**src/design/rid_pkg.sv**
```systemverilog
// ----------------------------------------------------------------------------
// rid_pkg
// Shared types and codes of the rounding integer divider.
// ----------------------------------------------------------------------------
package rid_pkg;

  // Rounding mode register codes
  localparam logic [1:0] RM_NEAREST_EVEN = 2'd0;
  localparam logic [1:0] RM_TOWARD_ZERO  = 2'd1;
  localparam logic [1:0] RM_TOWARD_POS   = 2'd2;
  localparam logic [1:0] RM_TOWARD_NEG   = 2'd3;

  // Width of the shift amount field
  localparam int unsigned SHIFT_W = 6;

  // Side information that travels with each word down the pipeline
  typedef struct packed {
    logic neg;  // sign of the represented value
    logic dbz;  // divisor was zero
  } rid_tag_t;

endpackage

```
**src/design/rid_round_stage.sv**
```systemverilog
// ----------------------------------------------------------------------------
// rid_round_stage
// Output stage: applies the rounding increment and the divide-by-zero result.
// ----------------------------------------------------------------------------
module rid_round_stage
  import rid_pkg::*;
#(
  parameter int unsigned W = 64
) (
  input  logic         clk,
  input  logic         rst_n,
  input  logic [1:0]   mode,
  input  logic         up_valid,
  output logic         up_ready,
  input  logic [W-1:0] quo,
  input  logic [W-1:0] rem,
  input  logic [W-1:0] den,
  input  rid_tag_t     tag,
  output logic         dn_valid,
  input  logic         dn_ready,
  output logic [W-1:0] quotient,
  output logic         divide_by_zero
);

  logic         v_r;
  logic [W-1:0] q_r, q_nxt;
  logic         dbz_r;
  logic [W:0]   twice;
  logic         inexact;
  logic         inc;

  assign up_ready = !v_r || dn_ready;

  // Compare twice the remainder at full width so it never wraps
  assign twice   = {rem, 1'b0};
  assign inexact = (rem != '0);

  always_comb begin
    inc = 1'b0;
    unique case (mode)
      RM_NEAREST_EVEN: begin
        inc = (twice > {1'b0, den}) || ((twice == {1'b0, den}) && quo[0]);
      end
      RM_TOWARD_ZERO: begin
        inc = 1'b0;
      end
      RM_TOWARD_POS: begin
        inc = !tag.neg;
      end
      RM_TOWARD_NEG: begin
        inc = tag.neg;
      end
      default: begin
        inc = 1'b0;
      end
    endcase
  end

  always_comb begin
    if (tag.dbz) begin
      q_nxt = '1;
    end else begin
      q_nxt = quo + {{(W-1){1'b0}}, inc && inexact};
    end
  end

  always_ff @(posedge clk) begin
    if (!rst_n) begin
      v_r <= 1'b0;
    end else if (up_ready) begin
      v_r <= up_valid;
    end
  end

  always_ff @(posedge clk) begin
    if (up_ready && up_valid) begin
      q_r   <= q_nxt;
      dbz_r <= tag.dbz;
    end
  end

  assign dn_valid       = v_r;
  assign quotient       = q_r;
  assign divide_by_zero = dbz_r;

endmodule

```
**config.mk**
```make
export PLATFORM = sky130hd
export DESIGN_NAME = rid_round_stage
export DESIGN_NICKNAME = d
export VERILOG_FILES = /design/src/design/rid_pkg.sv /design/src/design/rid_round_stage.sv
export SDC_FILE = /design/constraint.sdc
export NUM_CORES = 1
export LEC_CHECK = 0
export ABC_AREA = 1
export ABC_CLOCK_PERIOD_IN_PS = 8450
export BUFFER_PORTS_ARGS = -buffer_cell sky130_fd_sc_hd__buf_2
export CORE_ASPECT_RATIO = 1.2
export CORE_MARGIN = 1
export CORE_UTILIZATION = 37
export CTS_CLUSTER_SIZE = 14
export DETAILED_ROUTE_END_ITERATION = 12
export PLACE_DENSITY_LB_ADDON = 0.12
export SLEW_MARGIN = 20
export SYNTH_ARGS = -nofsm -noshare
export SYNTH_HDL_FRONTEND = slang
export SYNTH_SLANG_ARGS = --single-unit
```
**constraint.sdc**
```tcl
create_clock -name clk -period 8.45 [get_ports clk]
set_input_delay 0.845 -clock clk [delete_from_list [all_inputs] [get_ports clk]]
set_output_delay 0.845 -clock clk [all_outputs]
set_load 0.05 [all_outputs]
```
==> metrics.md <==
| Metric | Value |
|---|---|
| IO buf count | `about 270` |
| Setup Crit Path Kind | `in -> reg` |
| Post-layout nets | `1,413` |
| Synth Area in Compound Gates | `slightly above 9%` |
| Clock Pin Slew Worst Setup and Hold Paths | `0.05 ns` |
| I/O pin cnt | `267` |
| WL/cell | `14.5 µm` |
| Cells on Worst Hold Path | `2` |
| Die Ht | `144 µm` |
| Final hold vios | `0` |
| Most frequent cells in the layout | `buf_2 (266), nand2_1 (186), inv_1 (169), nor2_1 (88)` |
| Layout area overhead | `30.7%` |
| Hold endpoint | `dn_valid$_SDFFE_PN0N_` |
| Adder-cell share of the synthesized area | `13.1%` |
| Endpoint type of the worst setup path | `register` |
| DP Wirelength | `roughly 17,000 µm` |
| Num CTS Buffers | `9` |
| Full die area | `between 15,000 and 20,000 µm²` |
| CP peak stage delay | `0.32 ns` |
| DRT Pass-1 Iters | `5` |
| Die Span X | `120 µm` |
| Setup Fix Bufs, Post-CTS | `0` |
| Synth top area share | `31.4%` |
| Hold_buf cts | `0` |
| CTS tree | `done` |
| Worst setup SP type | `input pin` |
| Initial antenna violation count | `2` |
| Setup TNS | `0 ns` |
| Vias | `6,684` |
| Max-cap check violation count | `0` |
| DRC Markers | `0` |
| Yosys cell types | `38` |
| Share of layout cells above drive strength 1 | `27.7%` |
| Highest Clock Rate | `about 250 MHz` |
| Resize count post-CTS | `0` |
| Synth Instances | `876` |
| # fillers | `about 1,700` |
| Final setup viols | `0` |
| Most common cell after layout, fill and taps aside | `buf_2` |
| Mean Syn Cell Area | `approximately 7.1 µm²` |
| Synthesized cell area | `between 6000 and 7000 µm²` |
| Arrival time worst endpoint | `4.03 ns` |
| Routed Antenna Nets | `0` |
| Maximum VDD drop | `0.0804 mV` |
| Type of the worst min-delay path | `reg -> reg` |
| CTS H-Tree Depth | `3` |
| Sequential fraction of the synthesis area | `31.7%` |
| Vias in the first global route | `about 6,400` |
| Min Tclk post-route | `about 4.0 ns` |
| Tot GR Track Use | `23.0%` |
| Power Density | `129 nW/µm²` |
| R2r startpoint | `dn_valid$_SDFFE_PN0N_` |
| Clock Skew | `0.00519 ns` |
| Outcome | `finished clean` |
| Syn nets | `1,141` |
| Synth Flop Type | `edfxtp_1` |
| Fin. max-slew vios | `0` |
| Hold_sp | `dn_valid$_SDFFE_PN0N_` |
| Leading area contributor after synthesis | `edfxtp_1` |
| Reg2Reg Depth | `2` |
| Number of synthesized flops with an enable pin | `65` |
| Actual slew at the worst max-slew pin | `1.02 ns` |
| Post-Synth XOR/XNOR Area | `0.704%` |
| Synth area leaders | `edfxtp_1 (31%), ha_1 (13%), nand2_1 (11%), inv_1 (10%), nor2_1 (5.3%)` |
| Clock sink count | `66` |
| Yosys warnings | `0` |
| FF+latch count, synth | `66` |
| Total gr overflow | `0` |
| FFs w/ async S/R, synth | `0%` |
| Multi-input gate area | `3590 µm²` |
| Starting density of the core | `38.1%` |
| Critical R2R Capture | `quotient[63]$_SDFFCE_PP1P_` |
| Worst path slowest cell | `ha_1` |
| Core outline area | `16,300 µm²` |
| Setup slack, reg-to-reg | `a little under 7 ns` |
| Pwr Total | `1.05 mW` |
| Slew headroom | `31.6%` |
| Leak pwr | `3.96 nW` |
| Deepest clock path buffer count | `2` |
| Final Core Density | `49.8%` |
| Root buf cell | `clkbuf_16` |
| Simple logic cell fraction of the synthesized area | `34.7%` |
| CP cell instances | `buf_2 -> ha_1 -> nand4_1 -> nor2_1 -> nand2_1 -> nor2_1 -> nand2_1 -> nand3_1 -> nor2_1 -> nand2_1 -> nand2_1 -> a21oi_1 -> ha_1 -> ha_1 -> inv_1 -> nor2_2 -> nand2_2 -> nor2_4 -> nand2_2 -> nor2_4 -> nand3_2 -> nor2_1 -> o21ai_0` |
| Crit path max fanout | `5` |
| RSZ-0062 raised after global routing | `false` |
| RD Place Congestion | `0.928` |
| 1st-iter DRT viols | `329` |
| Largest net degree at the start of global routing | `66` |
| Largest family of logic cells by synthesized area | `simple AND/OR/NAND/NOR gates` |
| Worst skew pair latency | `0.34 ns` |
| Fin crit share | `roughly 47%` |
| Final WL | `19,800 µm` |
| Register area | `1970 µm²` |
| Routed vias/inst | `4.89` |
| Global-route wire length before repair | `slightly above 30,000 µm` |
| Worst Path Required | `~8.5 ns` |
| Mux contribution to synthesized area | `0%` |
| Core Rows | `51` |
-- Yosys cell counts (all sizes together), types with 7 or more instances --
| library cell | instances |
|---|---|
| nand4 | 32 |
| nor3 | 29 |
| o21ai | 43 |
| a21oi | 57 |
| nand3b | 7 |
| edfxtp | 65 |
| nor2 | 97 |
| nand2 | 190 |
| inv | 170 |
| nor4 | 22 |
| ha | 65 |
| or2 | 17 |
| nand3 | 54 |
-- through the flow --
stage,instances,setup slack (ns),instance area [µm²],hold WS (ns)
floorplan,876,3.90,6220,0.944
global placement,1349,4.15,7820,0.532
detailed placement,1349,4.10,7820,0.535
CTS,1365,4.45,8130,0.542
global route,1366,3.96,8130,0.559
finish,1367,4.50,8130,0.534
-- worst max-delay path: cells and delay by family --
family                     cells  cell delay, ns
and+or+nand+nor               16            1.97
adders and majority gates      3            0.72
AOI/OAI and AO/OA              2            0.27
buffers and inverters          2            0.23
-- flip-flops by register name, indices dropped and copies added (netlist names) --
register        flops
dn_valid            1
quotient           64
divide_by_zero      1
-- metal layers --
| metal | up-vias | track usage (%) | routed length, µm | part of all wire [%] |
|---|---|---|---|---|
| met5 | - | 0 | 0 | 0 |
| met4 | 0 | 11.5 | 803 | 4.0 |
| met3 | 48 | 4.69 | 1380 | 6.9 |
| met2 | 255 | 43.4 | 10100 | 51 |
| met1 | 2910 | 24.2 | 7540 | 38 |
| li1 | 3471 | - | - | - |
-- worst max path at each step --
| stage | cells after the start | start | slack, ns | to |
|---|---|---|---|---|
| 6_report | 23 | rem[62] | 4.50 | quotient[50]$_SDFFCE_PP1P_ |
| 5_1_grt | 25 | den[48] | 3.96 | quotient[46]$_SDFFCE_PP1P_ |
| 4_1_cts | 25 | rem[55] | 4.45 | quotient[46]$_SDFFCE_PP1P_ |
| 3_5_place_dp | 25 | rem[55] | 4.10 | quotient[50]$_SDFFCE_PP1P_ |
| 3_3_place_gp | 25 | rem[55] | 4.15 | quotient[46]$_SDFFCE_PP1P_ |
| 2_1_floorplan | 2 | up_valid | 3.90 | divide_by_zero$_DFFE_PP_ |
-- where the power goes --
group | leakage (nW) | total, mW | internal [mW] | switching (mW)
sequential | 0.589 | 0.386 | 0.381 | 0.00485
combinational | 3.22 | 0.272 | 0.0927 | 0.179
clock | 0.152 | 0.395 | 0.256 | 0.139
-- layout make-up --
cell class              instances  area share (%)
diodes                          2          0.0615
clock inverters                 6            1.00
repair buffers                268            16.6
clock buffers                  10            2.82
multi-input cells             633            44.2
well taps                     212            3.26
inverters                     170            7.85
flip-flops and latches         66            24.2
-- cells by family after synthesis --
group / count (synthesis)
buffers and inverters: 177
XOR/XNOR: 5
AND/OR/NAND/NOR: 454
flip-flops: 66
adder cells (fa/ha/maj): 65
AO/OA/AOI/OAI: 109
(Power assumes the default switching activity.)
