[src/design/rid_pkg.sv]
// ----------------------------------------------------------------------------
// rid_pkg
// Shared types and codes of the rounding integer divider.
// ----------------------------------------------------------------------------
package rid_pkg;

  // Rounding mode register codes
  localparam logic [1:0] RM_NEAREST_EVEN = 2'd0;
  localparam logic [1:0] RM_TOWARD_ZERO  = 2'd1;
  localparam logic [1:0] RM_TOWARD_POS   = 2'd2;
  localparam logic [1:0] RM_TOWARD_NEG   = 2'd3;

  // Width of the shift amount field
  localparam int unsigned SHIFT_W = 6;

  // Side information that travels with each word down the pipeline
  typedef struct packed {
    logic neg;  // sign of the represented value
    logic dbz;  // divisor was zero
  } rid_tag_t;

endpackage

[src/design/rid_prep_stage.sv]
// ----------------------------------------------------------------------------
// rid_prep_stage
// Input stage: applies the optional left shift and flags a zero divisor.
// ----------------------------------------------------------------------------
module rid_prep_stage
  import rid_pkg::*;
#(
  parameter int unsigned W = 64
) (
  input  logic               clk,
  input  logic               rst_n,
  input  logic               up_valid,
  output logic               up_ready,
  input  logic [W-1:0]       dividend,
  input  logic [W-1:0]       divisor,
  input  logic               value_negative,
  input  logic               shift_enable,
  input  logic [SHIFT_W-1:0] shift_amount,
  output logic               dn_valid,
  input  logic               dn_ready,
  output logic [W-1:0]       num,
  output logic [W-1:0]       den,
  output rid_tag_t           tag
);

  logic           v_r;
  logic [W-1:0]   num_r, num_nxt;
  logic [W-1:0]   den_r;
  rid_tag_t       tag_r, tag_nxt;

  assign up_ready = !v_r || dn_ready;

  // Bits shifted out above the top are dropped
  assign num_nxt = shift_enable ? (dividend << shift_amount) : dividend;

  always_comb begin
    tag_nxt.neg = value_negative;
    tag_nxt.dbz = (divisor == '0);
  end

  always_ff @(posedge clk) begin
    if (!rst_n) begin
      v_r <= 1'b0;
    end else if (up_ready) begin
      v_r <= up_valid;
    end
  end

  always_ff @(posedge clk) begin
    if (up_ready && up_valid) begin
      num_r <= num_nxt;
      den_r <= divisor;
      tag_r <= tag_nxt;
    end
  end

  assign dn_valid = v_r;
  assign num      = num_r;
  assign den      = den_r;
  assign tag      = tag_r;

endmodule

[config.mk]
export PLATFORM = sky130hd
export DESIGN_NAME = rid_prep_stage
export DESIGN_NICKNAME = d
export VERILOG_FILES = /design/src/design/rid_pkg.sv /design/src/design/rid_prep_stage.sv
export SDC_FILE = /design/constraint.sdc
export NUM_CORES = 1
export LEC_CHECK = 0
export ABC_AREA = 1
export CAP_MARGIN = 20
export CELL_PAD_IN_SITES_DETAIL_PLACEMENT = 1
export CELL_PAD_IN_SITES_GLOBAL_PLACEMENT = 1
export CORE_ASPECT_RATIO = 2
export CORE_MARGIN = 1.5
export CORE_UTILIZATION = 50
export DETAILED_ROUTE_END_ITERATION = 8
export DONT_BUFFER_PORTS = 1
export PLACE_DENSITY = 0.95
export SETUP_SLACK_MARGIN = 0.2
export SLEW_MARGIN = 20
export SYNTH_ARGS = -nofsm -noshare
export SYNTH_HDL_FRONTEND = slang
export SYNTH_SLANG_ARGS = --single-unit
export TNS_END_PERCENT = 100
[constraint.sdc]
create_clock -name clk -period 12.9 [get_ports clk]
set_clock_uncertainty 0.05 [all_clocks]
set_input_delay 1.29 -clock clk [delete_from_list [all_inputs] [get_ports clk]]
set_output_delay 1.29 -clock clk [all_outputs]
set_load 0.05 [all_outputs]
==> results of run 1 <==
-- power groups by stage --
stage / logic (mW) / clock network (mW) / registers [mW]
6_report: 0.213 / 0.518 / 0.627
3_5_place_dp: 0.197 / 0 / 0.634
2_1_floorplan: 0.156 / 0 / 0.628
3_3_place_gp: 0.189 / 0 / 0.630
5_1_grt: 0.228 / 0.531 / 0.629
4_1_cts: 0.202 / 0.515 / 0.625
-- cell usage in the layout, fill, tap and decap left out, types with 3 or more instances in the layout --
master	n
a22o_1	6
a22oi_1	3
buf_4	8
bufinv_16	4
clkbuf_16	17
clkinv_1	3
edfxtp_1	130
inv_1	3
inv_2	6
nand2_1	373
nand2_2	15
nand3_1	425
nand3_2	10
nand4_1	10
nor2_1	13
nor4_1	16
o21a_1	3
o21ai_0	5
o21ai_1	4
-- worst max-delay path: stages --
cell and delay (ns):
inv_2 0.03, buf_4 0.57, nand3_1 0.25, nand3_1 0.44, nand3_1 0.17, nand2_1 0.16
nand2_1 0.10, nand3_1 0.15, nand3_1 0.11
-- final timing paths --
kind / startpoint / endpoint / slack, ns
setup / recovery: shift_amount[1] / num[53]$_DFFE_PP_ / 9.72
hold reg to reg: dn_valid$_SDFFE_PN0N_ / dn_valid$_SDFFE_PN0N_ / 1.17
hold / removal: divisor[29] / den[29]$_DFFE_PP_ / 0.90
setup reg to reg: dn_valid$_SDFFE_PN0N_ / num[37]$_DFFE_PP_ / 10.14
-- synthesized netlist by cell type, drive strengths merged --
| library cell | number |
|---|---|
| nand2 | 389 |
| inv | 10 |
| a21boi | 1 |
| nor4 | 16 |
| dfxtp | 1 |
| edfxtp | 130 |
| a21oi | 2 |
| nand4 | 10 |
| buf | 60 |
| a22o | 6 |
| o21ai | 11 |
| or2 | 2 |
| a22oi | 3 |
| o31ai | 2 |
| clkbuf | 20 |
| nor2 | 16 |
| nand3 | 435 |
| o21a | 3 |
| and2 | 1 |
-- cell type report --
| class | instances | area, um^2 | share of cell area |
|---|---|---|---|
| inverters | 10 | 50.05 | 0.005499 |
| clock inverters | 14 | 183.9 | 0.02021 |
| multi-input cells | 897 | 4195 | 0.4610 |
| clock buffers | 18 | 429.2 | 0.04715 |
| flip-flops and latches | 131 | 3924 | 0.4311 |
| repair buffers | 8 | 60.06 | 0.006599 |
| well taps | 207 | 259.0 | 0.02846 |
-- flip-flops by register name, summed over array words and instances (netlist names) --
| signal | cells |
|---|---|
| dn_valid | 1 |
| tag | 2 |
| num | 64 |
| den | 64 |
-- per-stage QoR --
step	cells	setup WS, ns	area, um^2	utilization	hold slack (ns)
2_1_floorplan	1118	4.602	8613	-	1.057
3_5_place_dp	1253	9.457	8488	0.5038	1.178
6_report	1285	9.721	9101	0.5401	0.9029
3_3_place_gp	1253	9.585	8488	0.5038	1.121
4_1_cts	1285	9.847	9101	0.5401	0.9002
5_1_grt	1285	9.667	9101	0.5401	0.8982
-- cells by family after synthesis --
logic type,Yosys count,share of synthesized area
simple gates,869,0.4628
flops,131,0.4555
buf+inv,90,0.05927
compound gates,28,0.02237
-- layer usage --
layer | global-route usage | vias to the layer above | share of wire
met5 | 0.02381 | - | 0.0013
li1 | - | 3856 | -
met3 | 0.1800 | 322 | 0.11
met4 | 0.5430 | 2 | 0.14
met2 | 0.7381 | 813 | 0.46
met1 | 0.4373 | 4359 | 0.28
==> results.md, run 1 <==
- Setup TNS: 0 ns
- Clock power share: 0.382
- Crit. End Element: flip-flop
- Wire per inst: 32.78 um
- Die width: 95.81 um
- Post-CTS setup buffers: 0
- Num CTS Buffers: 17
- Fin nets: 1205
- Worst-Skew Late Latency: 0.42 ns
- First-pass GRT wire length: 61.75 mm
- Port Buffers: 0
- Net Sw Frac: 0.3464
- NetSw: 0.4703 mW
- Peak supply drop: 0.07284 mV
- Crit Path Max Fanout: 65
- Worst reg2reg path depth: 3
- Initial Util: 0.5112
- Number of fill cells: 2089
- Cts repair resizes: 0
- Leading area contributor after synthesis: edfxtp_1
- Hold Buf Count CTS: 0
- Vias/cell: 7.278
- Library cells used by synthesis: 33
- Post-layout min period: 3.179 ns
- Clk slew on worst S/H paths: 0.06 ns
- Sequential Power Share: 0.462
- Element type at the critical path start: primary input
- Total power: 1.358 mW
- P_int: 0.8874 mW
- Final setup fails: 0
- Final ANT Viol Nets: 0
- Share of cells above drive strength 1: 0.07050
- Slew @ Worst Pin: 0.8936 ns
- Final hold vios: 0
- Worst min-delay path class: in2reg
- Core ar.: 16850 um^2
- Iter 0 DRT Violations: 1196
- Lkg Pwr: 3.726 nW
- Initial antenna violation count: 0
- DR pass1 iterations: 6
- Synth warnings: 0
- Status: finished, final reports clean
- Max-cap violations: 0
- CP Data Arrival Time: 3.30 ns
- Die H: 188.6 um
- Routability Congestion: 1.043
- Cells after synthesis: 1118
- Total grt overflow: 0
- Die area: 18070 um^2
- Area growth syn-to-layout: 5.665%
- PwrDens: 149.2 nW/um^2
- Num rows: 67
- Comb power frac: 0.157
- CTS tree: yes
- Final HPWL DP: 29.21 mm
- Data required time of the worst path: 13.02 ns
- Io pins: 272
- Synthesized cell area: 8613 um^2
- Fin. max-slew vios: 0
- Num Clock Sinks: 131
- Largest net degree at the start of global routing: 69
- WL final: 42.13 mm
- Flops & latches, synth: 131
- Ant. Diodes: 0
- WS Path Type: in2reg
- H-tree Lvls: 4
- Dominant cells by area after synthesis: edfxtp_1 45%, nand3_1 25%, nand2_1 16%, buf_2 1.6%, buf_6 1.3%
- Routed via count: 9352
- Tot GR Track Use: 0.4802
- Syn nets: 1258
- Worst Hold Depth: 0
- Sequential share of the synthesized area: 0.4555
- RSZ-0062 raised after global routing: false
- Headroom to the max-slew limit: 0.4042
- Drt drc: 0
- Deepest clock path buffer count: 2
- Clock root cell: clkbuf_16
- Fin crit share: 0.2465
- Number of global-route vias before repair: 9605
- Synth top area share: 0.4532
- Mean Syn Cell Area: 7.704 um^2
- Max Clk Rate: 314.5 MHz
Power figures use the tool's default switching activity.
==> inputs of run 2 (changes only) <==
- CORE_UTILIZATION: 50 -> 46
- PLACE_DENSITY: 0.95 -> 0.89
- clock period: 12.9 -> 3.3 ns (I/O delays scaled with it)
==> run 2 against run 1 <==
Effect of this change:
- largest cell class unchanged
- worst hold slack got worse by 0.86 ns
- die area rose by 8.5%
- critical path type unchanged
- total power grew to 3.9 times the previous value
- design area rose by 8.3%
- register-to-register slack worse by 8.5 ns
- clock power rose to 3.7 times the previous value
- non-clock buffer count rose by 73
==> results.md, run 2 (synthesis results as in run 1) <==
- Worst path most repeated cell: nand3_1 (unchanged)
- CP Data Arrival Time: 2.30 ns (was 3.30 ns)
- Slew @ Worst Pin: 0.8118 ns (was 0.8936 ns)
- Crit path cell chain: inv_2 -> buf_4 -> nand3_1 -> nand3_1 -> nand3_1 -> nand2_1 -> nand2_1 -> nand3_1 -> nand2_1 (was inv_2 -> buf_4 -> nand3_1 -> nand3_1 -> nand3_1 -> nand2_1 -> nand2_1 -> nand3_1 -> nand3_1)
- Commonest non-fill, non-tap cell in the layout: nand3_1 (unchanged)
- Area growth syn-to-layout: 14.44% (was 5.665%)
- Reg-to-Reg Start: dn_valid$_SDFFE_PN0N_ (unchanged)
- Share of cells above drive strength 1: 0.07646 (was 0.07050)
- Core ar.: 18310 um^2 (was 16850 um^2)
- Min Hold Slack: 0.03837 ns (was 0.9029 ns)
- FF/Latch Area: 3928 um^2 (was 3924 um^2)
- Sequential Power Share: 0.463 (was 0.462)
- Fin nets: 1278 (was 1205)
- Wire per inst: 29.56 um (was 32.78 um)
- Crit Path Max Fanout: 65 (unchanged)
- CTS tree: yes (unchanged)
- Die H: 196.5 um (was 188.6 um)
- Largest stage delay on the critical path: 0.43 ns (was 0.57 ns)
- CP top delay family: simple AND/OR/NAND/NOR gates (unchanged)
- Die area: 19600 um^2 (was 18070 um^2)
- Deepest clock path buffer count: 2 (unchanged)
- Worst-Skew Late Latency: 0.44 ns (was 0.42 ns)
- Final HPWL DP: 28.02 mm (was 29.21 mm)
- Setup TNS: 0 ns (unchanged)
- H-tree Lvls: 4 (unchanged)
- Iter 0 DRT Violations: 760 (was 1196)
- Drt drc: 0 (unchanged)
- Crit. End Element: flip-flop (unchanged)
- Placed cell area: 8606 um^2 (was 8488 um^2)
- Initial Util: 0.4705 (was 0.5112)
- Clock power share: 0.367 (was 0.382)
- Largest net degree at the start of global routing: 66 (was 69)
- Final setup fails: 0 (unchanged)
- Lkg Pwr: 4.040 nW (was 3.726 nW)
- Fin crit share: 0.6603
- Vias/cell: 6.685 (was 7.278)
- RSZ-0062 raised after global routing: false (unchanged)
- Worst Hold Depth: 2 (was 0)
- Element type at the critical path start: primary input (unchanged)
- Status: finished, final reports clean (unchanged)
- Number of global-route vias before repair: 9499 (was 9605)
- Clk slew on worst S/H paths: 0.07 ns (was 0.06 ns)
- DR pass1 iterations: 5 (was 6)
- Worst reg2reg path depth: 2 (was 3)
- WS Path Type: in2reg (unchanged)
- WL final: 40.41 mm (was 42.13 mm)
- First-pass GRT wire length: 58.92 mm (was 61.75 mm)
- P_int: 3.283 mW (was 0.8874 mW)
- Buffers & Inverters on Critical Path: 2 (unchanged)
- PwrDens: 532.8 nW/um^2 (was 149.2 nW/um^2)
- R2R Path End: num[20]$_DFFE_PP_ (was num[37]$_DFFE_PP_)
- Design Area, Final: 9857 um^2 (was 9101 um^2)
- Num rows: 70 (was 67)
- Worst min-delay path class: in2reg (unchanged)
- Initial antenna violation count: 0 (unchanged)
- Cts repair resizes: 0 (unchanged)
- Total grt overflow: 0 (unchanged)
- Clock root cell: clkbuf_16 (unchanged)
- Peak supply drop: 0.3674 mV (was 0.07284 mV)
- Routed via count: 9138 (was 9352)
- Net Sw Frac: 0.3749 (was 0.3464)
- Num CTS Buffers: 17 (unchanged)
- Max Clk Rate: 458.9 MHz
- Routability Congestion: 1.008 (was 1.043)
- Finished Layout Cells: 1367 (was 1285)
- Area of the multi-input gates: 4195 um^2 (unchanged)
- Hold path startpoint: dividend[25] (was divisor[29])
- Die width: 99.76 um (was 95.81 um)
- NetSw: 1.969 mW (was 0.4703 mW)
- Fin. max-slew vios: 0 (unchanged)
- DP Cell Count: 1269 (was 1253)
- Max-cap violations: 0 (unchanged)
- Most frequent cells in the layout: 425 x nand3_1, 373 x nand2_1, 130 x edfxtp_1 (unchanged)
- Final ANT Viol Nets: 0 (unchanged)
- Number of fill cells: 2205 (was 2089)
- Slowest stage cell on the critical path: inv_2 (was buf_4)
- Port Buffers: 0 (unchanged)
- Comb power frac: 0.170 (was 0.157)
- Hold Path Sink: num[25]$_DFFE_PP_ (was den[29]$_DFFE_PP_)
- R2R Setup Slk: 1.61 ns (was 10.14 ns)
- Headroom to the max-slew limit: 0.4582 (was 0.4042)
- Num Clock Sinks: 131 (unchanged)
- Tot GR Track Use: 0.4118 (was 0.4802)
- Data required time of the worst path: 3.42 ns (was 13.02 ns)
- Io pins: 272 (unchanged)
- Post-layout min period: 2.179 ns
- Final hold vios: 0 (unchanged)
- Ant. Diodes: 0 (unchanged)
==> run 2: cell count changes in the layout (fill, tap and decap cells not counted), sizes merged <==
| cell | previous run | this run |
|---|---|---|
| clkbuf | 18 | 17 |
| bufinv | 4 | 0 |
| buf | 8 | 15 |
| dlygate4sd3 | 0 | 66 |
| inv | 12 | 17 |
==> run 2: how the worst max path moves through the flow <==
stage                                startpoint           endpoint  slack (ns)  cells past startpoint
final                           shift_amount[1]  num[28]$_DFFE_PP_        1.12                      9
after CTS                       shift_amount[1]  num[28]$_DFFE_PP_        1.33                      9
after detailed placement        shift_amount[1]  num[28]$_DFFE_PP_        0.85                      9
after global routing            shift_amount[1]  num[28]$_DFFE_PP_        0.98                      9
after global placement          shift_amount[1]  num[28]$_DFFE_PP_        0.90                      9
after floorplan           dn_valid$_SDFFE_PN0N_   den[0]$_DFFE_PP_        0.21                      1
==> run 2: per-layer routing <==
layer  up-vias  global-route usage  wire [um]
li1       4003                   -          -
met1      4359              0.3738      11900
met3       211             0.09681       3373
met4         0              0.4528       5403
met5         -                   0          0
met2       565              0.6966      19730
==> run 2: power groups by stage <==
stage / registers [mW] / logic [mW] / clock network, mW
after floorplan: 2.44 / 0.612 / 0
after global placement: 2.46 / 0.770 / 0
after detailed placement: 2.46 / 0.785 / 0
after CTS: 2.43 / 0.855 / 1.90
after global routing: 2.44 / 0.965 / 1.98
final: 2.43 / 0.893 / 1.93
==> run 2: repair_timing <==
action,CTS,global route
buffers inserted,0,0
hold buffers,65,1
hold endpoints to repair,65,1
==> run 2: area by class of cell <==
| cell class | instances | share of cell area |
|---|---|---|
| Multi-Input combinational cell | 897 | 0.4256 |
| Clock buffer | 17 | 0.04316 |
| Timing Repair Buffer | 81 | 0.08352 |
| Inverter | 10 | 0.005077 |
| Clock inverter | 15 | 0.01676 |
| Sequential cell | 131 | 0.3985 |
| Tap cell | 216 | 0.02742 |
==> run 2: per-stage QoR <==
step | worst slack, ns | power, mW | utilization
after detailed placement | 0.8468 | 3.248 | 0.4701
after global routing | 0.9755 | 5.388 | 0.5385
after global placement | 0.9043 | 3.231 | 0.4701
after floorplan | 0.2069 | 3.052 | -
final | 1.121 | 5.252 | 0.5385
after CTS | 1.331 | 5.179 | 0.5379
==> inputs of run 3 (changes only) <==
- ABC_AREA: 1 -> 0
- CORE_UTILIZATION: 46 -> 51
- clock period: 3.3 -> 2.08 ns (I/O delays scaled with it)
==> run 3 against run 2 <==
Effect of this change:
- the run now ends with design-rule violations left
- sequential power rose by 60%
- synthesized cell count is 39% lower
- die area down 5.7%
- core utilization is 12 points higher
- via count fell by 4.0%
==> results.md, run 3 <==
- Tot GR Track Use: 0.5193 (was 0.4118)
- Total power: 8.878 mW (was 5.252 mW)
- Die H: 190.8 um (was 196.5 um)
- Number of fill cells: 1659 (was 2205)
- Final HPWL DP: 32.03 mm (was 28.02 mm)
- Dominant cells by area after synthesis: edfxtp_1 43%, mux4_2 17%, mux2i_1 5.5%, mux4_1 5.0%, mux2_2 3.1% (was edfxtp_1 45%, nand3_1 25%, nand2_1 16%, buf_2 1.6%, buf_6 1.3%)
- WL final: 47.95 mm (was 40.41 mm)
- DR pass1 iterations: 9 (was 5)
- Data required time of the worst path: 2.18 ns (was 3.42 ns)
- Num rows: 68 (was 70)
- Status: complete, but fails checks (was finished, final reports clean)
- Clk slew on worst S/H paths: 0.07 ns (about the same)
- First-pass GRT wire length: 67.29 mm (was 58.92 mm)
- Wire per inst: 45.11 um (was 29.56 um)
- Element type at the critical path start: primary input (unchanged)
- WS Path Type: in2reg (unchanged)
- Worst-Skew Late Latency: 0.44 ns (about the same)
- Mean Syn Cell Area: 13.15 um^2 (was 7.704 um^2)
- Setup TNS: 0 ns (unchanged)
- Library cells used by synthesis: 58 (was 33)
- Initial antenna violation count: 4 (was 0)
- Largest net degree at the start of global routing: 83 (was 66)
- Leading area contributor after synthesis: edfxtp_1 (unchanged)
- Most used flip-flop cell after synthesis: edfxtp_1 (unchanged)
- Max-cap violations: 0 (unchanged)
- Sequential share of the synthesized area: 0.4362 (was 0.4555)
- Worst min-delay path class: in2reg (unchanged)
- Port Buffers: 0 (unchanged)
- Die width: 96.91 um (was 99.76 um)
- CTS tree: yes (unchanged)
- Synth top area share: 0.4340 (was 0.4532)
- Routability Congestion: 1.133 (was 1.008)
- Die area: 18490 um^2 (was 19600 um^2)
- Max Clk Rate: 519.2 MHz
- Syn nets: 824 (was 1258)
- Area growth syn-to-layout: 26.03% (was 14.44%)
- Crit Path Max Fanout: 82 (was 65)
- Core ar.: 17270 um^2 (was 18310 um^2)
- CP Data Arrival Time: 2.02 ns (was 2.30 ns)
- Drt drc: 4 (was 0)
- Headroom to the max-slew limit: 0.4898 (was 0.4582)
- Async set-reset flop share out of synthesis: 0 (unchanged)
- Deepest clock path buffer count: 2 (unchanged)
- Post-layout min period: 1.926 ns
- Peak supply drop: 0.6120 mV (was 0.3674 mV)
- Fin. max-slew vios: 0 (unchanged)
- Num CTS Buffers: 17 (unchanged)
- Final ANT Viol Nets: 0 (unchanged)
- Num Clock Sinks: 131 (unchanged)
- Io pins: 272 (unchanged)
- Final setup fails: 0 (unchanged)
- Lkg Pwr: 4.102 nW (was 4.040 nW)
- Total grt overflow: 0 (unchanged)
- Final hold vios: 0 (unchanged)
- Cells after synthesis: 684 (was 1118)
- Synthesized cell area: 8995 um^2 (was 8613 um^2)
- Commonest non-fill, non-tap cell in the layout: edfxtp_1 (was nand3_1)
- Flops & latches, synth: 131 (unchanged)
- Most common cell in the netlist: edfxtp_1 (was nand3_1)
- Iter 0 DRT Violations: 1389 (was 760)
- Area of the multi-input gates: 4696 um^2 (was 4195 um^2)
- Number of global-route vias before repair: 9289 (was 9499)
- Share of cells above drive strength 1: 0.2840 (was 0.07646)
- PwrDens: 783.2 nW/um^2 (was 532.8 nW/um^2)
- Fin util: 0.6563 (was 0.5385)
- Synth warnings: 0 (unchanged)
- Failing checks: design-rule violations
- DP Cell Count: 926 (was 1269)
- Most frequent cells in the layout: 130 x edfxtp_1, 102 x dlygate4sd3_1, 88 x buf_4 (was 425 x nand3_1, 373 x nand2_1, 130 x edfxtp_1)
- Commonest cells in the synthesized netlist: 130 x edfxtp_1, 68 x mux4_2, 68 x nand2_1, 49 x mux2i_1 (was 425 x nand3_1, 373 x nand2_1, 130 x edfxtp_1, 27 x buf_2, 20 x clkbuf_1)
- Setup WS pre-CTS: -0.2673 ns (was 0.8468 ns)
- Fin crit share: 0.9260
- Slew @ Worst Pin: 0.7669 ns (was 0.8118 ns)
- Routed via count: 8770 (was 9138)
- H-tree Lvls: 4 (unchanged)
- Vias/cell: 8.250 (was 6.685)
- FF/Latch Area: 3928 um^2 (unchanged)
- Initial Util: 0.5208 (was 0.4705)
- Crit. End Element: flip-flop (unchanged)
- Fin nets: 979 (was 1278)
- Clock root cell: clkbuf_16 (unchanged)
- Finished Layout Cells: 1063 (was 1367)
- RSZ-0062 raised after global routing: false (unchanged)
- Final WS setup: 0.1540 ns (was 1.121 ns)
- Post-synth EDFFs: 130 (unchanged)
## run 3: cell count changes in the layout (fill, tap and decap cells not counted), sizes merged, moves of 19 or more
cell | previous run | this run
dlygate4sd3 | 66 | 102
mux2i | 0 | 49
mux4 | 0 | 85
buf | 15 | 95
nand2 | 389 | 68
o2bb2ai | 0 | 19
nand3 | 435 | 11
mux2 | 0 | 26
## run 3: worst max-delay path, cell delays in order
cell and delay (ns):
mux4_1 0.61, buf_4 0.18, mux2i_2 0.43, o21ai_0 0.16, buf_4 0.16, nand2_1 0.06
o2111ai_1 0.19
## run 3: worst paths after layout
kind,endpoint,from,slack [ns],depth (start not counted)
max,num[56]$_DFFE_PP_,shift_amount[0],0.15,7
min reg2reg,den[62]$_DFFE_PP_,dn_valid$_SDFFE_PN0N_,0.91,2
min,num[51]$_DFFE_PP_,dividend[51],0.01,2
max reg2reg,tag[1]$_DFFE_PP_,dn_valid$_SDFFE_PN0N_,0.40,3
## run 3: report_power, final
group          total, mW  internal (mW)  switching (mW)
sequential          3.89           3.16           0.736
clock               2.99           1.65            1.34
combinational       2.00          0.946            1.05
total               8.88           5.75            3.12
## run 3: cell families (layout without fill, tap and decap cells)
| group | after synthesis | in the layout | synth area share |
|---|---|---|---|
| buffers and inverters | 79 | 247 | 0.04396 |
| multiplexers | 160 | 160 | 0.3074 |
| AND/OR/NAND/NOR | 163 | 163 | 0.08374 |
| other | 0 | 1 | 0 |
| flip-flops | 131 | 131 | 0.4362 |
| AO/OA/AOI/OAI | 151 | 151 | 0.1287 |
## run 3: final cells by class
cell class | count | area share
multi-input cells | 474 | 0.4142
flip-flops and latches | 131 | 0.3465
repair buffers | 197 | 0.1607
clock buffers | 17 | 0.03753
well taps | 210 | 0.02318
clock inverters | 15 | 0.01170
inverters | 18 | 0.005960
diodes | 1 | 0.0002208
## run 3: stage by stage
step | instance area, um^2 | hold slack [ns]
after global placement | 9724 | 0.2569
after detailed placement | 9724 | 0.2569
after global routing | 11340 | 0.001715
after CTS | 11300 | 0.004345
final | 11340 | 0.009989
after floorplan | 9021 | 0.2569
## run 3: layer usage
layer,GRT usage,up-vias,wire length [um]
li1,-,3176,-
met1,0.4723,4130,13080
met2,0.8053,1038,21530
met3,0.2397,422,6410
met4,0.5624,4,6905
met5,0.002747,-,23
## run 3: timing repair
item                                   4_1_cts  5_1_grt
setup buffers                                0        2
gates resized for setup                      3        4
setup endpoints to repair                    2        4
hold buffers                               101        1
endpoints found under the hold margin      101        1
