===== config.mk =====
export PLATFORM = sky130hd
export DESIGN_NAME = rid_div_step
export DESIGN_NICKNAME = d
export VERILOG_FILES = /design/src/design/rid_pkg.sv /design/src/design/rid_div_step.sv
export SDC_FILE = /design/constraint.sdc
export NUM_CORES = 1
export LEC_CHECK = 0
export BUFFER_PORTS_ARGS = -buffer_cell sky130_fd_sc_hd__clkbuf_2
export CAP_MARGIN = 30
export CORE_MARGIN = 5
export CORE_UTILIZATION = 50
export CTS_CLUSTER_DIAMETER = 80
export DETAILED_ROUTE_END_ITERATION = 7
export PLACE_DENSITY = 0.9
export SETUP_SLACK_MARGIN = 0.15
export SLEW_MARGIN = 20
export SYNTH_ARGS = -nofsm -noshare
export SYNTH_HDL_FRONTEND = slang
export SYNTH_SLANG_ARGS = --single-unit

===== constraint.sdc =====
create_clock -name clk -period 8.2 [get_ports clk]
set_input_delay 1.64 -clock clk [delete_from_list [all_inputs] [get_ports clk]]
set_output_delay 1.64 -clock clk [all_outputs]
set_load 0.01 [all_outputs]

===== src/design/rid_pkg.sv =====
// ----------------------------------------------------------------------------
// rid_pkg
// Shared types and codes of the rounding integer divider.
// ----------------------------------------------------------------------------
package rid_pkg;

  // Rounding mode register codes
  localparam logic [1:0] RM_NEAREST_EVEN = 2'd0;
  localparam logic [1:0] RM_TOWARD_ZERO  = 2'd1;
  localparam logic [1:0] RM_TOWARD_POS   = 2'd2;
  localparam logic [1:0] RM_TOWARD_NEG   = 2'd3;

  // Width of the shift amount field
  localparam int unsigned SHIFT_W = 6;

  // Side information that travels with each word down the pipeline
  typedef struct packed {
    logic neg;  // sign of the represented value
    logic dbz;  // divisor was zero
  } rid_tag_t;

endpackage


===== src/design/rid_div_step.sv =====
// ----------------------------------------------------------------------------
// rid_div_step
// One restoring division step: settles one quotient bit per stage.
// ----------------------------------------------------------------------------
module rid_div_step
  import rid_pkg::*;
#(
  parameter int unsigned W = 64
) (
  input  logic         clk,
  input  logic         rst_n,
  input  logic         up_valid,
  output logic         up_ready,
  input  logic [W-1:0] rem_in,
  input  logic [W-1:0] num_in,
  input  logic [W-1:0] den_in,
  input  rid_tag_t     tag_in,
  output logic         dn_valid,
  input  logic         dn_ready,
  output logic [W-1:0] rem_out,
  output logic [W-1:0] num_out,
  output logic [W-1:0] den_out,
  output rid_tag_t     tag_out
);

  logic         v_r;
  logic [W-1:0] rem_r, rem_nxt;
  logic [W-1:0] num_r, num_nxt;
  logic [W-1:0] den_r;
  rid_tag_t     tag_r;
  logic [W:0]   trial;
  logic [W-1:0] diff;
  logic         qbit;

  assign up_ready = !v_r || dn_ready;

  // Bring down the next dividend bit, subtract if it fits; when it fits the
  // difference is below the divisor, so the low bits alone carry it
  assign trial   = {rem_in, num_in[W-1]};
  assign diff    = trial[W-1:0] - den_in;
  assign qbit    = (trial >= {1'b0, den_in});
  assign rem_nxt = qbit ? diff : trial[W-1:0];
  assign num_nxt = {num_in[W-2:0], qbit};

  always_ff @(posedge clk) begin
    if (!rst_n) begin
      v_r <= 1'b0;
    end else if (up_ready) begin
      v_r <= up_valid;
    end
  end

  always_ff @(posedge clk) begin
    if (up_ready && up_valid) begin
      rem_r <= rem_nxt;
      num_r <= num_nxt;
      den_r <= den_in;
      tag_r <= tag_in;
    end
  end

  assign dn_valid = v_r;
  assign rem_out  = rem_r;
  assign num_out  = num_r;
  assign den_out  = den_r;
  assign tag_out  = tag_r;

endmodule


==> summary.txt, run 1 <==
Final layout
  • Final #Nets: 1,589
  • Share of cells above drive strength 1: 0.342
  • Final cell count without fillers: 1,616
  • Area growth, synth to finish: 25.6%
  • Util after Layout: 0.638
  • Fill count: 1,644

Power
  • Internal Power: 1880 uW
  • Clock power frac: 0.312
  • Combinational share of power: 0.235
  • Power Density: 202 nW/um^2
  • Sw Pwr: 830 uW
  • Worst vdd ir: 0.000142 V
  • Leakage: 0.00614 uW
  • Sequential power share: 0.454
  • Switching Fraction: 0.307

CTS
  • Root buffer cell: clkbuf_16
  • Number of buffers created by CTS: 17
  • Clk Latency, worst-skew pair: 0.44 ns
  • Clk slew on worst S/H paths: 0.08 ns
  • CTS tree: built
  • Clock Sink Count: 195
  • H-tree levels: 4
  • Clock Tree Buf Depth: 2
  • Post-cts resize count: 0
  • Setup Buffers After CTS: 0
  • Hold_buf cts: 0

Placed design
  • Cell Count Post-Placement: 1,582
  • Post-DP HPWL: 25,500 um
  • Place WS: 2.50 ns
  • Placer Congestion: 0.885
  • Port bufs: 393

Synthesis
  • Distinct cells, synth: 64
  • Post-Synthesis Cells: 940
  • Most common flop cell mapped by yosys: edfxtp_1
  • Seq/Total Area, Yosys: 0.547
  • Syn Std Cell Area: 10,700 sq um
  • FF+latch count, synth: 195
  • Net Count, Synth: 1,203
  • Average cell area after synthesis: 11.4 sq um
  • Yosys warns: 0
  • Post-synth EDFFs: 194
  • Post-synth ARST share: 0

Routing
  • Post-route ant nets: 0
  • Number of detailed-route iterations in the first pass: 6
  • WL/cell: 19.9 um
  • Via count: 9,059
  • Vias per inst: 5.61
  • Remaining DRCs: 0
  • Routed wire length: 32,200 um
  • Drt initial violations: 811

STA
  • Slew Limit Fails: 0
  • Final setup viols: 0
  • Clock Skew: 0.0132 ns
  • Final hold violations: 0
  • Peak Freq: 188 MHz
  • Setup TNS: 0 ns
  • Slew HR: 0.360
  • Period utilisation layout: 0.648
  • Slew @ Worst Pin: 0.957 ns
  • Worst Slack Setup Final: 2.89 ns
  • Min Tclk post-route: 5.31 ns
  • RSZ-0062 raised after global routing: no

GRT
  • Initial antenna violation count: 3
  • Largest net degree at the start of global routing: 75
  • First-pass GRT wire length: 47,900 um
  • Grt total ovfl: 0
  • Number of global-route vias before repair: 9,046
  • GR Util All Layers: 0.252

Critical path
  • CP Cell Sequence: clkbuf_2, inv_1, ha_1, nand3_1, o21bai_1, a211oi_1, or4b_4, a311oi_4, o32a_2, o21ba_4, o21bai_4, buf_4, mux2_4
  • R2R Path End: den_out[16]$_DFFE_PP_
  • WP data arrival: 5.50 ns
  • Flop2flop setup slack: 5.77 ns
  • R2R Path Start: dn_valid$_SDFFE_PN0N_
  • CP Capture Point: rem_out[52]$_DFFE_PP_
  • Crit. Startpoint: den_in[4]
  • Worst setup EP type: flip-flop
  • Crit Path Max Fanout: 42
  • Crit path kind: in -> reg
  • Slowest stage delay, CP: 0.77 ns
  • Worst setup SP type: input pin
  • Req. time, crit path: 8.38 ns
  • Reg2reg path depth: 3
  • Critical-path top delay cell: o21bai_4

Floorplanning
  • Row cnt: 53
  • Die Span X: 156 um
  • Boundary Pins: 394
  • Initial Util: 0.508
  • Die Ht: 156 um
  • Floorplan core area: 21,000 sq um
  • Die area: 24,400 sq um

Job
  • Max-capacitance violation count: 0

Run status
  • Status: finished, final reports clean

Min path
  • Worst hold path type: reg -> reg
synthesized netlist by cell type, types with 17 or more instances:
library cell / count / share of area
a21o_1: 29 / 0.020
a21oi_1: 115 / 0.054
clkbuf_1: 17 / 0.0060
edfxtp_1: 194 / 0.55
ha_1: 64 / 0.075
inv_1: 84 / 0.030
nand2_1: 63 / 0.022
nor2_1: 80 / 0.028
o21ai_0: 35 / 0.016
xnor2_1: 31 / 0.025
xor2_1: 29 / 0.024
routing by layer:
metal,wire length [um],GRT usage,part of all wire,up-vias
met5,13,0,0.00040,-
met4,1030,0.0938,0.032,2
met3,3210,0.0732,0.10,82
met2,16500,0.457,0.51,505
met1,11400,0.281,0.36,4230
li1,-,-,-,4240
flip-flops by register name, indices dropped and copies added (netlist names):
signal,flops
den_out,64
num_out,64
rem_out,64
tag_out,2
dn_valid,1
cells in the final DEF, fill, tap and decap left out, types with 14 or more instances in the layout:
| cell | instances |
|---|---|
| nand2_1 | 63 |
| nand3_1 | 14 |
| edfxtp_1 | 194 |
| mux2_4 | 16 |
| o21ai_0 | 35 |
| nand4_1 | 16 |
| a21o_1 | 29 |
| xnor2_1 | 31 |
| clkbuf_2 | 393 |
| xor2_1 | 29 |
| a21oi_1 | 115 |
| ha_1 | 64 |
| nor2_1 | 80 |
| inv_1 | 84 |
| clkbuf_16 | 17 |
critical path: cells and delay by family:
family	cells	cell delay, ns
AO/OA/AOI/OAI	6	2.05
adder cells (fa/ha/maj)	1	0.38
buffers and inverters	3	0.66
multiplexers	1	0.34
AND/OR/NAND/NOR	2	0.39
final cells by class:
class | instances | area [sq um] | share of cell area
well taps | 275 | 344 | 0.0257
inverters | 84 | 315 | 0.0235
flip-flops and latches | 195 | 5850 | 0.436
repair buffers | 397 | 2000 | 0.149
clock buffers | 18 | 429 | 0.0320
clock inverters | 14 | 155 | 0.0116
multi-input cells | 631 | 4320 | 0.322
diodes | 2 | 5.00 | 0.000373
per-stage QoR:
step / hold WS [ns] / instance area (sq um) / power [uW]
finish: 0.590 / 13400 / 2710
global route: 0.620 / 13400 / 2820
CTS: 0.585 / 13400 / 2710
detailed placement: 0.573 / 12800 / 1880
global placement: 0.532 / 12800 / 1860
floorplan: 0.610 / 10700 / 1660
power by group through the flow:
stage                     sequential (uW)  clock [uW]  combinational, uW
after floorplan                      1300           0                355
after global placement               1250           0                609
after detailed placement             1250           0                625
after CTS                            1230         850                632
after global routing                 1230         897                688
final                                1230         844                635
cells by family (layout without fill, tap and decap cells):
logic type               count (synthesis)  after routing  synth area share
AO/OA/AOI/OAI                          264            264             0.157
XOR/XNOR                                60             60            0.0492
adder cells (fa/ha/maj)                 65             65            0.0769
buffers and inverters                  114            513            0.0486
flip-flops                             195            195             0.547
multiplexers                            17             17            0.0234
other                                    0              2                 0
AND/OR/NAND/NOR                        225            225            0.0978
worst min path at each step:
stage	start	endpoint	slack, ns	depth (start not counted)
after CTS	dn_valid$_SDFFE_PN0N_	dn_valid$_SDFFE_PN0N_	0.59	2
after global routing	dn_valid$_SDFFE_PN0N_	dn_valid$_SDFFE_PN0N_	0.62	2
after floorplan	dn_valid$_SDFFE_PN0N_	dn_valid$_SDFFE_PN0N_	0.61	2
after global placement	dn_valid$_SDFFE_PN0N_	dn_valid$_SDFFE_PN0N_	0.53	2
after detailed placement	dn_valid$_SDFFE_PN0N_	dn_valid$_SDFFE_PN0N_	0.57	2
final	dn_valid$_SDFFE_PN0N_	dn_valid$_SDFFE_PN0N_	0.59	2
(Power assumes the default switching activity.)
==> run 2, diff against run 1 <==
--- a/config.mk
+++ b/config.mk
@@ -8,10 +8,10 @@
 export BUFFER_PORTS_ARGS = -buffer_cell sky130_fd_sc_hd__clkbuf_2
 export CAP_MARGIN = 30
 export CORE_MARGIN = 5
-export CORE_UTILIZATION = 50
+export CORE_UTILIZATION = 45
 export CTS_CLUSTER_DIAMETER = 80
 export DETAILED_ROUTE_END_ITERATION = 7
-export PLACE_DENSITY = 0.9
+export PLACE_DENSITY = 0.86
 export SETUP_SLACK_MARGIN = 0.15
 export SLEW_MARGIN = 20
 export SYNTH_ARGS = -nofsm -noshare
==> constraint.sdc (replaced) <==
create_clock -name clk -period 4.3 [get_ports clk]
set_input_delay 0.86 -clock clk [delete_from_list [all_inputs] [get_ports clk]]
set_output_delay 0.86 -clock clk [all_outputs]
set_load 0.01 [all_outputs]
==> summary.txt, run 2 (synthesis gave the netlist of run 1 again) <==
Floorplanning
  • Die Span X: 164 um (was 156 um)
  • Floorplan core area: 23,400 sq um (was 21,000 sq um)
  • Die Ht: 164 um (was 156 um)
  • Boundary Pins: 394 (unchanged)
  • Initial Util: 0.456 (was 0.508)
  • Die area: 26,900 sq um (was 24,400 sq um)
  • Row cnt: 56 (was 53)

STA
  • Final setup viols: 0 (unchanged)
  • Slew @ Worst Pin: 0.585 ns (was 0.957 ns)
  • Peak Freq: 259 MHz
  • RSZ-0062 raised after global routing: no (unchanged)
  • Final hold violations: 0 (unchanged)
  • Slew HR: 0.606 (was 0.360)
  • Clock Skew: 0.0145 ns (was 0.0132 ns)
  • Setup TNS: 0 ns (unchanged)
  • Min Tclk post-route: 3.86 ns
  • Slew Limit Fails: 0 (unchanged)
  • Period utilisation layout: 0.898

Critical path
  • WP data arrival: 4.03 ns (was 5.50 ns)
  • Req. time, crit path: 4.47 ns (was 8.38 ns)
  • Crit path kind: in -> reg (unchanged)
  • Worst setup SP type: input pin (unchanged)
  • Worst setup EP type: flip-flop (unchanged)
  • Crit Path Max Fanout: 3 (was 42)
  • Flop2flop setup slack: 2.71 ns (was 5.77 ns)

Power
  • Switching Fraction: 0.304 (was 0.307)
  • Clock power frac: 0.309 (was 0.312)
  • Leakage: 0.00622 uW (was 0.00614 uW)
  • Sequential power share: 0.453 (was 0.454)
  • Power Density: 379 nW/um^2 (was 202 nW/um^2)
  • Worst vdd ir: 0.000222 V (was 0.000142 V)
  • Sw Pwr: 1570 uW (was 830 uW)
  • Combinational share of power: 0.237 (was 0.235)
  • Internal Power: 3590 uW (was 1880 uW)

GRT
  • GR Util All Layers: 0.224 (was 0.252)
  • Number of global-route vias before repair: 8,825 (was 9,046)
  • Largest net degree at the start of global routing: 102 (was 75)
  • Grt total ovfl: 0 (unchanged)
  • Initial antenna violation count: 1 (was 3)
  • First-pass GRT wire length: 46,900 um (was 47,900 um)

Final layout
  • Highest-count cells in the layout ignoring fill and taps: clkbuf_2 (393), edfxtp_1 (194), a21oi_1 (115) (unchanged)
  • Final #Nets: 1,602 (was 1,589)
  • Final cell count without fillers: 1,671 (was 1,616)
  • Area growth, synth to finish: 27.4% (was 25.6%)
  • ANT cells: 0 (was 2)
  • Most common cell after layout, fill and taps aside: clkbuf_2 (unchanged)
  • Share of cells above drive strength 1: 0.348 (was 0.342)

CTS
  • Post-cts resize count: 0 (unchanged)
  • Clk Latency, worst-skew pair: 0.44 ns (about the same)
  • Root buffer cell: clkbuf_16 (unchanged)
  • CTS tree: built (unchanged)
  • H-tree levels: 4 (unchanged)
  • Hold_buf cts: 0 (unchanged)
  • Number of buffers created by CTS: 17 (unchanged)
  • Setup Buffers After CTS: 0 (unchanged)
  • Clock Tree Buf Depth: 2 (unchanged)
  • Clk slew on worst S/H paths: 0.08 ns (about the same)
  • Clock Sink Count: 195 (unchanged)

Routing
  • Number of detailed-route iterations in the first pass: 6 (unchanged)
  • Remaining DRCs: 0 (unchanged)
  • Drt initial violations: 753 (was 811)
  • Via count: 8,952 (was 9,059)
  • Vias per inst: 5.36 (was 5.61)
  • Routed wire length: 31,500 um (was 32,200 um)
  • WL/cell: 18.8 um (was 19.9 um)
  • Post-route ant nets: 0 (unchanged)

Placed design
  • Cell Count Post-Placement: 1,639 (was 1,582)
  • Post-DP HPWL: 25,400 um (was 25,500 um)
  • Port bufs: 393 (unchanged)
  • Placer Congestion: 0.925 (was 0.885)

Job
  • Max-capacitance violation count: 0 (unchanged)

Min path
  • Worst hold path type: reg -> reg (unchanged)

Run status
  • Status: finished, final reports clean (unchanged)
run 2: changes by cell type in the layout (fill, tap and decap cells not counted):
cell      before  now
diode_2        2    0
buf_12         0    4
inv_8          4    3
clkinv_8       2    4
buf_4          4   13
inv_12         1    0
inv_6          5    4
clkinv_4       2    3
run 2: final timing paths:
kind                                            start               endpoint  depth (start not counted)
worst max-delay path                       num_in[63]  rem_out[54]$_DFFE_PP_                         16
worst min-delay path            dn_valid$_SDFFE_PN0N_  dn_valid$_SDFFE_PN0N_                          2
worst max register to register  dn_valid$_SDFFE_PN0N_  rem_out[20]$_DFFE_PP_                          3
worst min register to register  dn_valid$_SDFFE_PN0N_  dn_valid$_SDFFE_PN0N_                          2
run 2: metrics by stage:
stage / hold slack (ns) / total power (uW) / instance area [sq um] / worst slack [ns] / utilization
3_3_place_gp: 0.534 / 3570 / 13000 / 0.131 / 0.556
5_1_grt: 0.564 / 5410 / 13600 / 0.183 / 0.582
2_1_floorplan: 0.609 / 3150 / 10700 / 0.408 / -
6_report: 0.549 / 5160 / 13600 / 0.441 / 0.582
4_1_cts: 0.551 / 5200 / 13600 / 0.475 / 0.582
3_5_place_dp: 0.538 / 3600 / 13000 / 0.0716 / 0.556
run 2: routing by layer:
| layer | track usage | vias to the layer above | share of wire |
|---|---|---|---|
| li1 | - | 4250 | - |
| met1 | 0.255 | 4201 | 0.36 |
| met4 | 0.0686 | 2 | 0.023 |
| met5 | 0 | - | 0.00041 |
| met3 | 0.0665 | 45 | 0.097 |
| met2 | 0.404 | 454 | 0.52 |
run 2: layout make-up:
cell class	count	area, sq um
clock buffer	18	429
clock inverter	14	160
fill	1965	9790
inverter	84	315
multi-input combinational	631	4320
sequential	195	5850
tap	319	399
timing repair buffer	410	2140
run 2: critical path: stages:
cell	delay, ns
clkbuf_2	0.09
inv_1	0.04
ha_1	0.27
fa_1	0.43
nor2b_1	0.18
o2111ai_1	0.20
a211oi_1	0.36
o311ai_1	0.17
a211oi_1	0.25
buf_4	0.16
a21oi_1	0.11
buf_4	0.17
o21ai_0	0.30
a21oi_1	0.15
xor2_1	0.20
a21oi_1	0.11
run 2: power by group through the flow:
stage	clock network (uW)	logic (uW)	registers (uW)
after floorplan	0	677	2470
after global placement	0	1190	2380
after detailed placement	0	1220	2380
after CTS	1630	1230	2340
after global routing	1720	1340	2350
final	1600	1230	2340
==> run 3, diff against run 2 <==
--- a/config.mk
+++ b/config.mk
@@ -6,8 +6,7 @@
 export NUM_CORES = 1
 export LEC_CHECK = 0
 export BUFFER_PORTS_ARGS = -buffer_cell sky130_fd_sc_hd__clkbuf_2
-export CAP_MARGIN = 30
-export CORE_MARGIN = 5
+export CORE_MARGIN = 1
 export CORE_UTILIZATION = 45
 export CTS_CLUSTER_DIAMETER = 80
 export DETAILED_ROUTE_END_ITERATION = 7
==> summary.txt, run 3 (synthesis gave the netlist of run 1 again) <==
STA
  • Slew Limit Fails: 0 (unchanged)
  • Peak Freq: 261 MHz (was 259 MHz)
  • Final hold violations: 0 (unchanged)
  • Clock Skew: 0.0145 ns (about the same)
  • Slew HR: 0.585 (was 0.606)
  • Min Tclk post-route: 3.84 ns (was 3.86 ns)
  • Slew @ Worst Pin: 0.617 ns (was 0.585 ns)
  • Final setup viols: 0 (unchanged)
  • RSZ-0062 raised after global routing: no (unchanged)
  • Period utilisation layout: 0.892 (was 0.898)
  • Setup TNS: 0 ns (unchanged)
  • Hold slack: 0.578 ns (was 0.549 ns)

CTS
  • CTS tree: built (unchanged)
  • Setup Buffers After CTS: 0 (unchanged)
  • H-tree levels: 4 (unchanged)
  • Post-cts resize count: 0 (unchanged)
  • Number of buffers created by CTS: 17 (unchanged)
  • Hold_buf cts: 0 (unchanged)
  • Clk slew on worst S/H paths: 0.08 ns (about the same)
  • Clock Tree Buf Depth: 2 (unchanged)
  • Clk Latency, worst-skew pair: 0.43 ns (was 0.44 ns)
  • Root buffer cell: clkbuf_16 (unchanged)
  • Clock Sink Count: 195 (unchanged)

Critical path
  • WP buf/inv: 3 (was 4)
  • Worst setup SP type: input pin (unchanged)
  • Crit path depth: 15 (was 16)
  • Crit. Startpoint: num_in[63] (unchanged)
  • WP data arrival: 4.02 ns (was 4.03 ns)
  • R2R Path Start: dn_valid$_SDFFE_PN0N_ (unchanged)
  • Crit path kind: in -> reg (unchanged)
  • Most numerous cell on the critical path: a211oi_1 (was a21oi_1)
  • Req. time, crit path: 4.49 ns (was 4.47 ns)
  • Slowest stage delay, CP: 0.42 ns (was 0.43 ns)
  • Worst setup EP type: flip-flop (unchanged)
  • Top delay family on crit path: compound AO/OA/AOI/OAI gates (unchanged)
  • Reg2reg path depth: 3 (unchanged)
  • Critical-path top delay cell: fa_1 (unchanged)
  • CP Cell Sequence: clkbuf_2, inv_1, ha_1, fa_1, nor2b_1, o2111ai_1, a211oi_1, o311ai_1, a211oi_1, buf_4, a21oi_1, o211ai_1, a221oi_1, xnor2_1, mux2_4 (was clkbuf_2, inv_1, ha_1, fa_1, nor2b_1, o2111ai_1, a211oi_1, o311ai_1, a211oi_1, buf_4, a21oi_1, buf_4, o21ai_0, a21oi_1, xor2_1, a21oi_1)
  • Flop2flop setup slack: 2.47 ns (was 2.71 ns)
  • Crit Path Max Fanout: 3 (unchanged)

Routing
  • Remaining DRCs: 0 (unchanged)
  • Drt initial violations: 618 (was 753)
  • Vias per inst: 5.38 (was 5.36)
  • Via count: 9,011 (was 8,952)
  • Post-route ant nets: 0 (unchanged)
  • Number of detailed-route iterations in the first pass: 5 (was 6)
  • Routed wire length: 30,100 um (was 31,500 um)
  • WL/cell: 18.0 um (was 18.8 um)

Floorplanning
  • Boundary Pins: 394 (unchanged)
  • Die Span X: 156 um (was 164 um)
  • Floorplan core area: 23,400 sq um (unchanged)
  • Die area: 24,400 sq um (was 26,900 sq um)
  • Initial Util: 0.456 (unchanged)
  • Die Ht: 156 um (was 164 um)
  • Row cnt: 56 (unchanged)

Power
  • Internal Power: 3630 uW (was 3590 uW)
  • Sw Pwr: 1590 uW (was 1570 uW)
  • Leakage: 0.00624 uW (was 0.00622 uW)
  • Switching Fraction: 0.305 (was 0.304)
  • Power Density: 382 nW/um^2 (was 379 nW/um^2)
  • Clock power frac: 0.317 (was 0.309)
  • Worst vdd ir: 0.000262 V (was 0.000222 V)
  • Sequential power share: 0.449 (was 0.453)
  • Combinational share of power: 0.234 (was 0.237)

Placed design
  • Post-DP HPWL: 23,900 um (was 25,400 um)
  • Placer Congestion: 0.922 (was 0.925)
  • Port bufs: 393 (unchanged)

GRT
  • First-pass GRT wire length: 45,000 um (was 46,900 um)
  • Largest net degree at the start of global routing: 82 (was 102)
  • Number of global-route vias before repair: 8,626 (was 8,825)
  • Grt total ovfl: 0 (unchanged)
  • Initial antenna violation count: 2 (was 1)
  • GR Util All Layers: 0.240 (was 0.224)

Min path
  • Min-delay src: dn_valid$_SDFFE_PN0N_ (unchanged)
  • Worst hold path type: reg -> reg (unchanged)
  • Hold Path Cell Cnt: 2 (unchanged)

Job
  • Max-capacitance violation count: 0 (unchanged)

Final layout
  • Final #Nets: 1,604 (was 1,602)
  • Share of cells above drive strength 1: 0.350 (was 0.348)
  • Fill count: 1,976 (was 1,965)
  • Most common cell after layout, fill and taps aside: clkbuf_2 (unchanged)
  • Highest-count cells in the layout ignoring fill and taps: clkbuf_2 (393), edfxtp_1 (194), a21oi_1 (115) (unchanged)
  • Area growth, synth to finish: 27.8% (was 27.4%)

Run status
  • Status: finished, final reports clean (unchanged)
[run 3: cell count changes in the layout (fill, tap and decap cells not counted)]
cell | before | now
buf_4 | 13 | 15
diode_2 | 0 | 1
clkbuf_1 | 1 | 0
clkinv_4 | 3 | 0
inv_12 | 0 | 2
clkinvlp_4 | 0 | 1
clkbuf_8 | 0 | 1
[run 3: power by group through the flow]
stage | Sequential, uW | Combinational (uW) | Clock [uW]
floorplan | 2470 | 677 | 0
global placement | 2380 | 1190 | 0
detailed placement | 2380 | 1210 | 0
CTS | 2340 | 1220 | 1680
global route | 2360 | 1330 | 1740
finish | 2340 | 1220 | 1650
[run 3: path summary, 6_finish.rpt]
kind / endpoint
worst max-delay path: rem_out[62]$_DFFE_PP_
worst min-delay path: dn_valid$_SDFFE_PN0N_
worst max register to register: rem_out[11]$_DFFE_PP_
worst min register to register: dn_valid$_SDFFE_PN0N_
[run 3: through the flow]
| step | setup slack, ns | power [uW] | util | cell area [sq um] | instances |
|---|---|---|---|---|---|
| 6_report | 0.464 | 5210 | 0.583 | 13700 | 1674 |
| 5_1_grt | 0.192 | 5430 | 0.583 | 13700 | 1674 |
| 4_1_cts | 0.540 | 5250 | 0.583 | 13700 | 1673 |
| 3_5_place_dp | 0.0834 | 3600 | 0.557 | 13000 | 1641 |
| 3_3_place_gp | 0.128 | 3570 | 0.557 | 13000 | 1641 |
| 2_1_floorplan | 0.408 | 3150 | - | 10700 | 940 |
[run 3: metal layers]
metal	share of wire	track usage
met5	0.00043	0
met4	0.027	0.0901
met3	0.072	0.0461
met2	0.52	0.437
met1	0.38	0.278
[run 3: tightest hold or removal path, cell delays in order, from the launching register on]
cell and delay (ns):
dfxtp_1 0.33, nand2b_1 0.12, a21boi_0 0.09
[run 3: cell type report]
class,count,area [sq um],share of cell area
clock buffer,18,439,0.0322
antenna,1,2.50,0.000183
inverter,84,315,0.0231
clock inverter,14,174,0.0127
tap,319,399,0.0292
multi-input combinational,631,4320,0.316
sequential,195,5850,0.428
timing repair buffer,412,2160,0.158
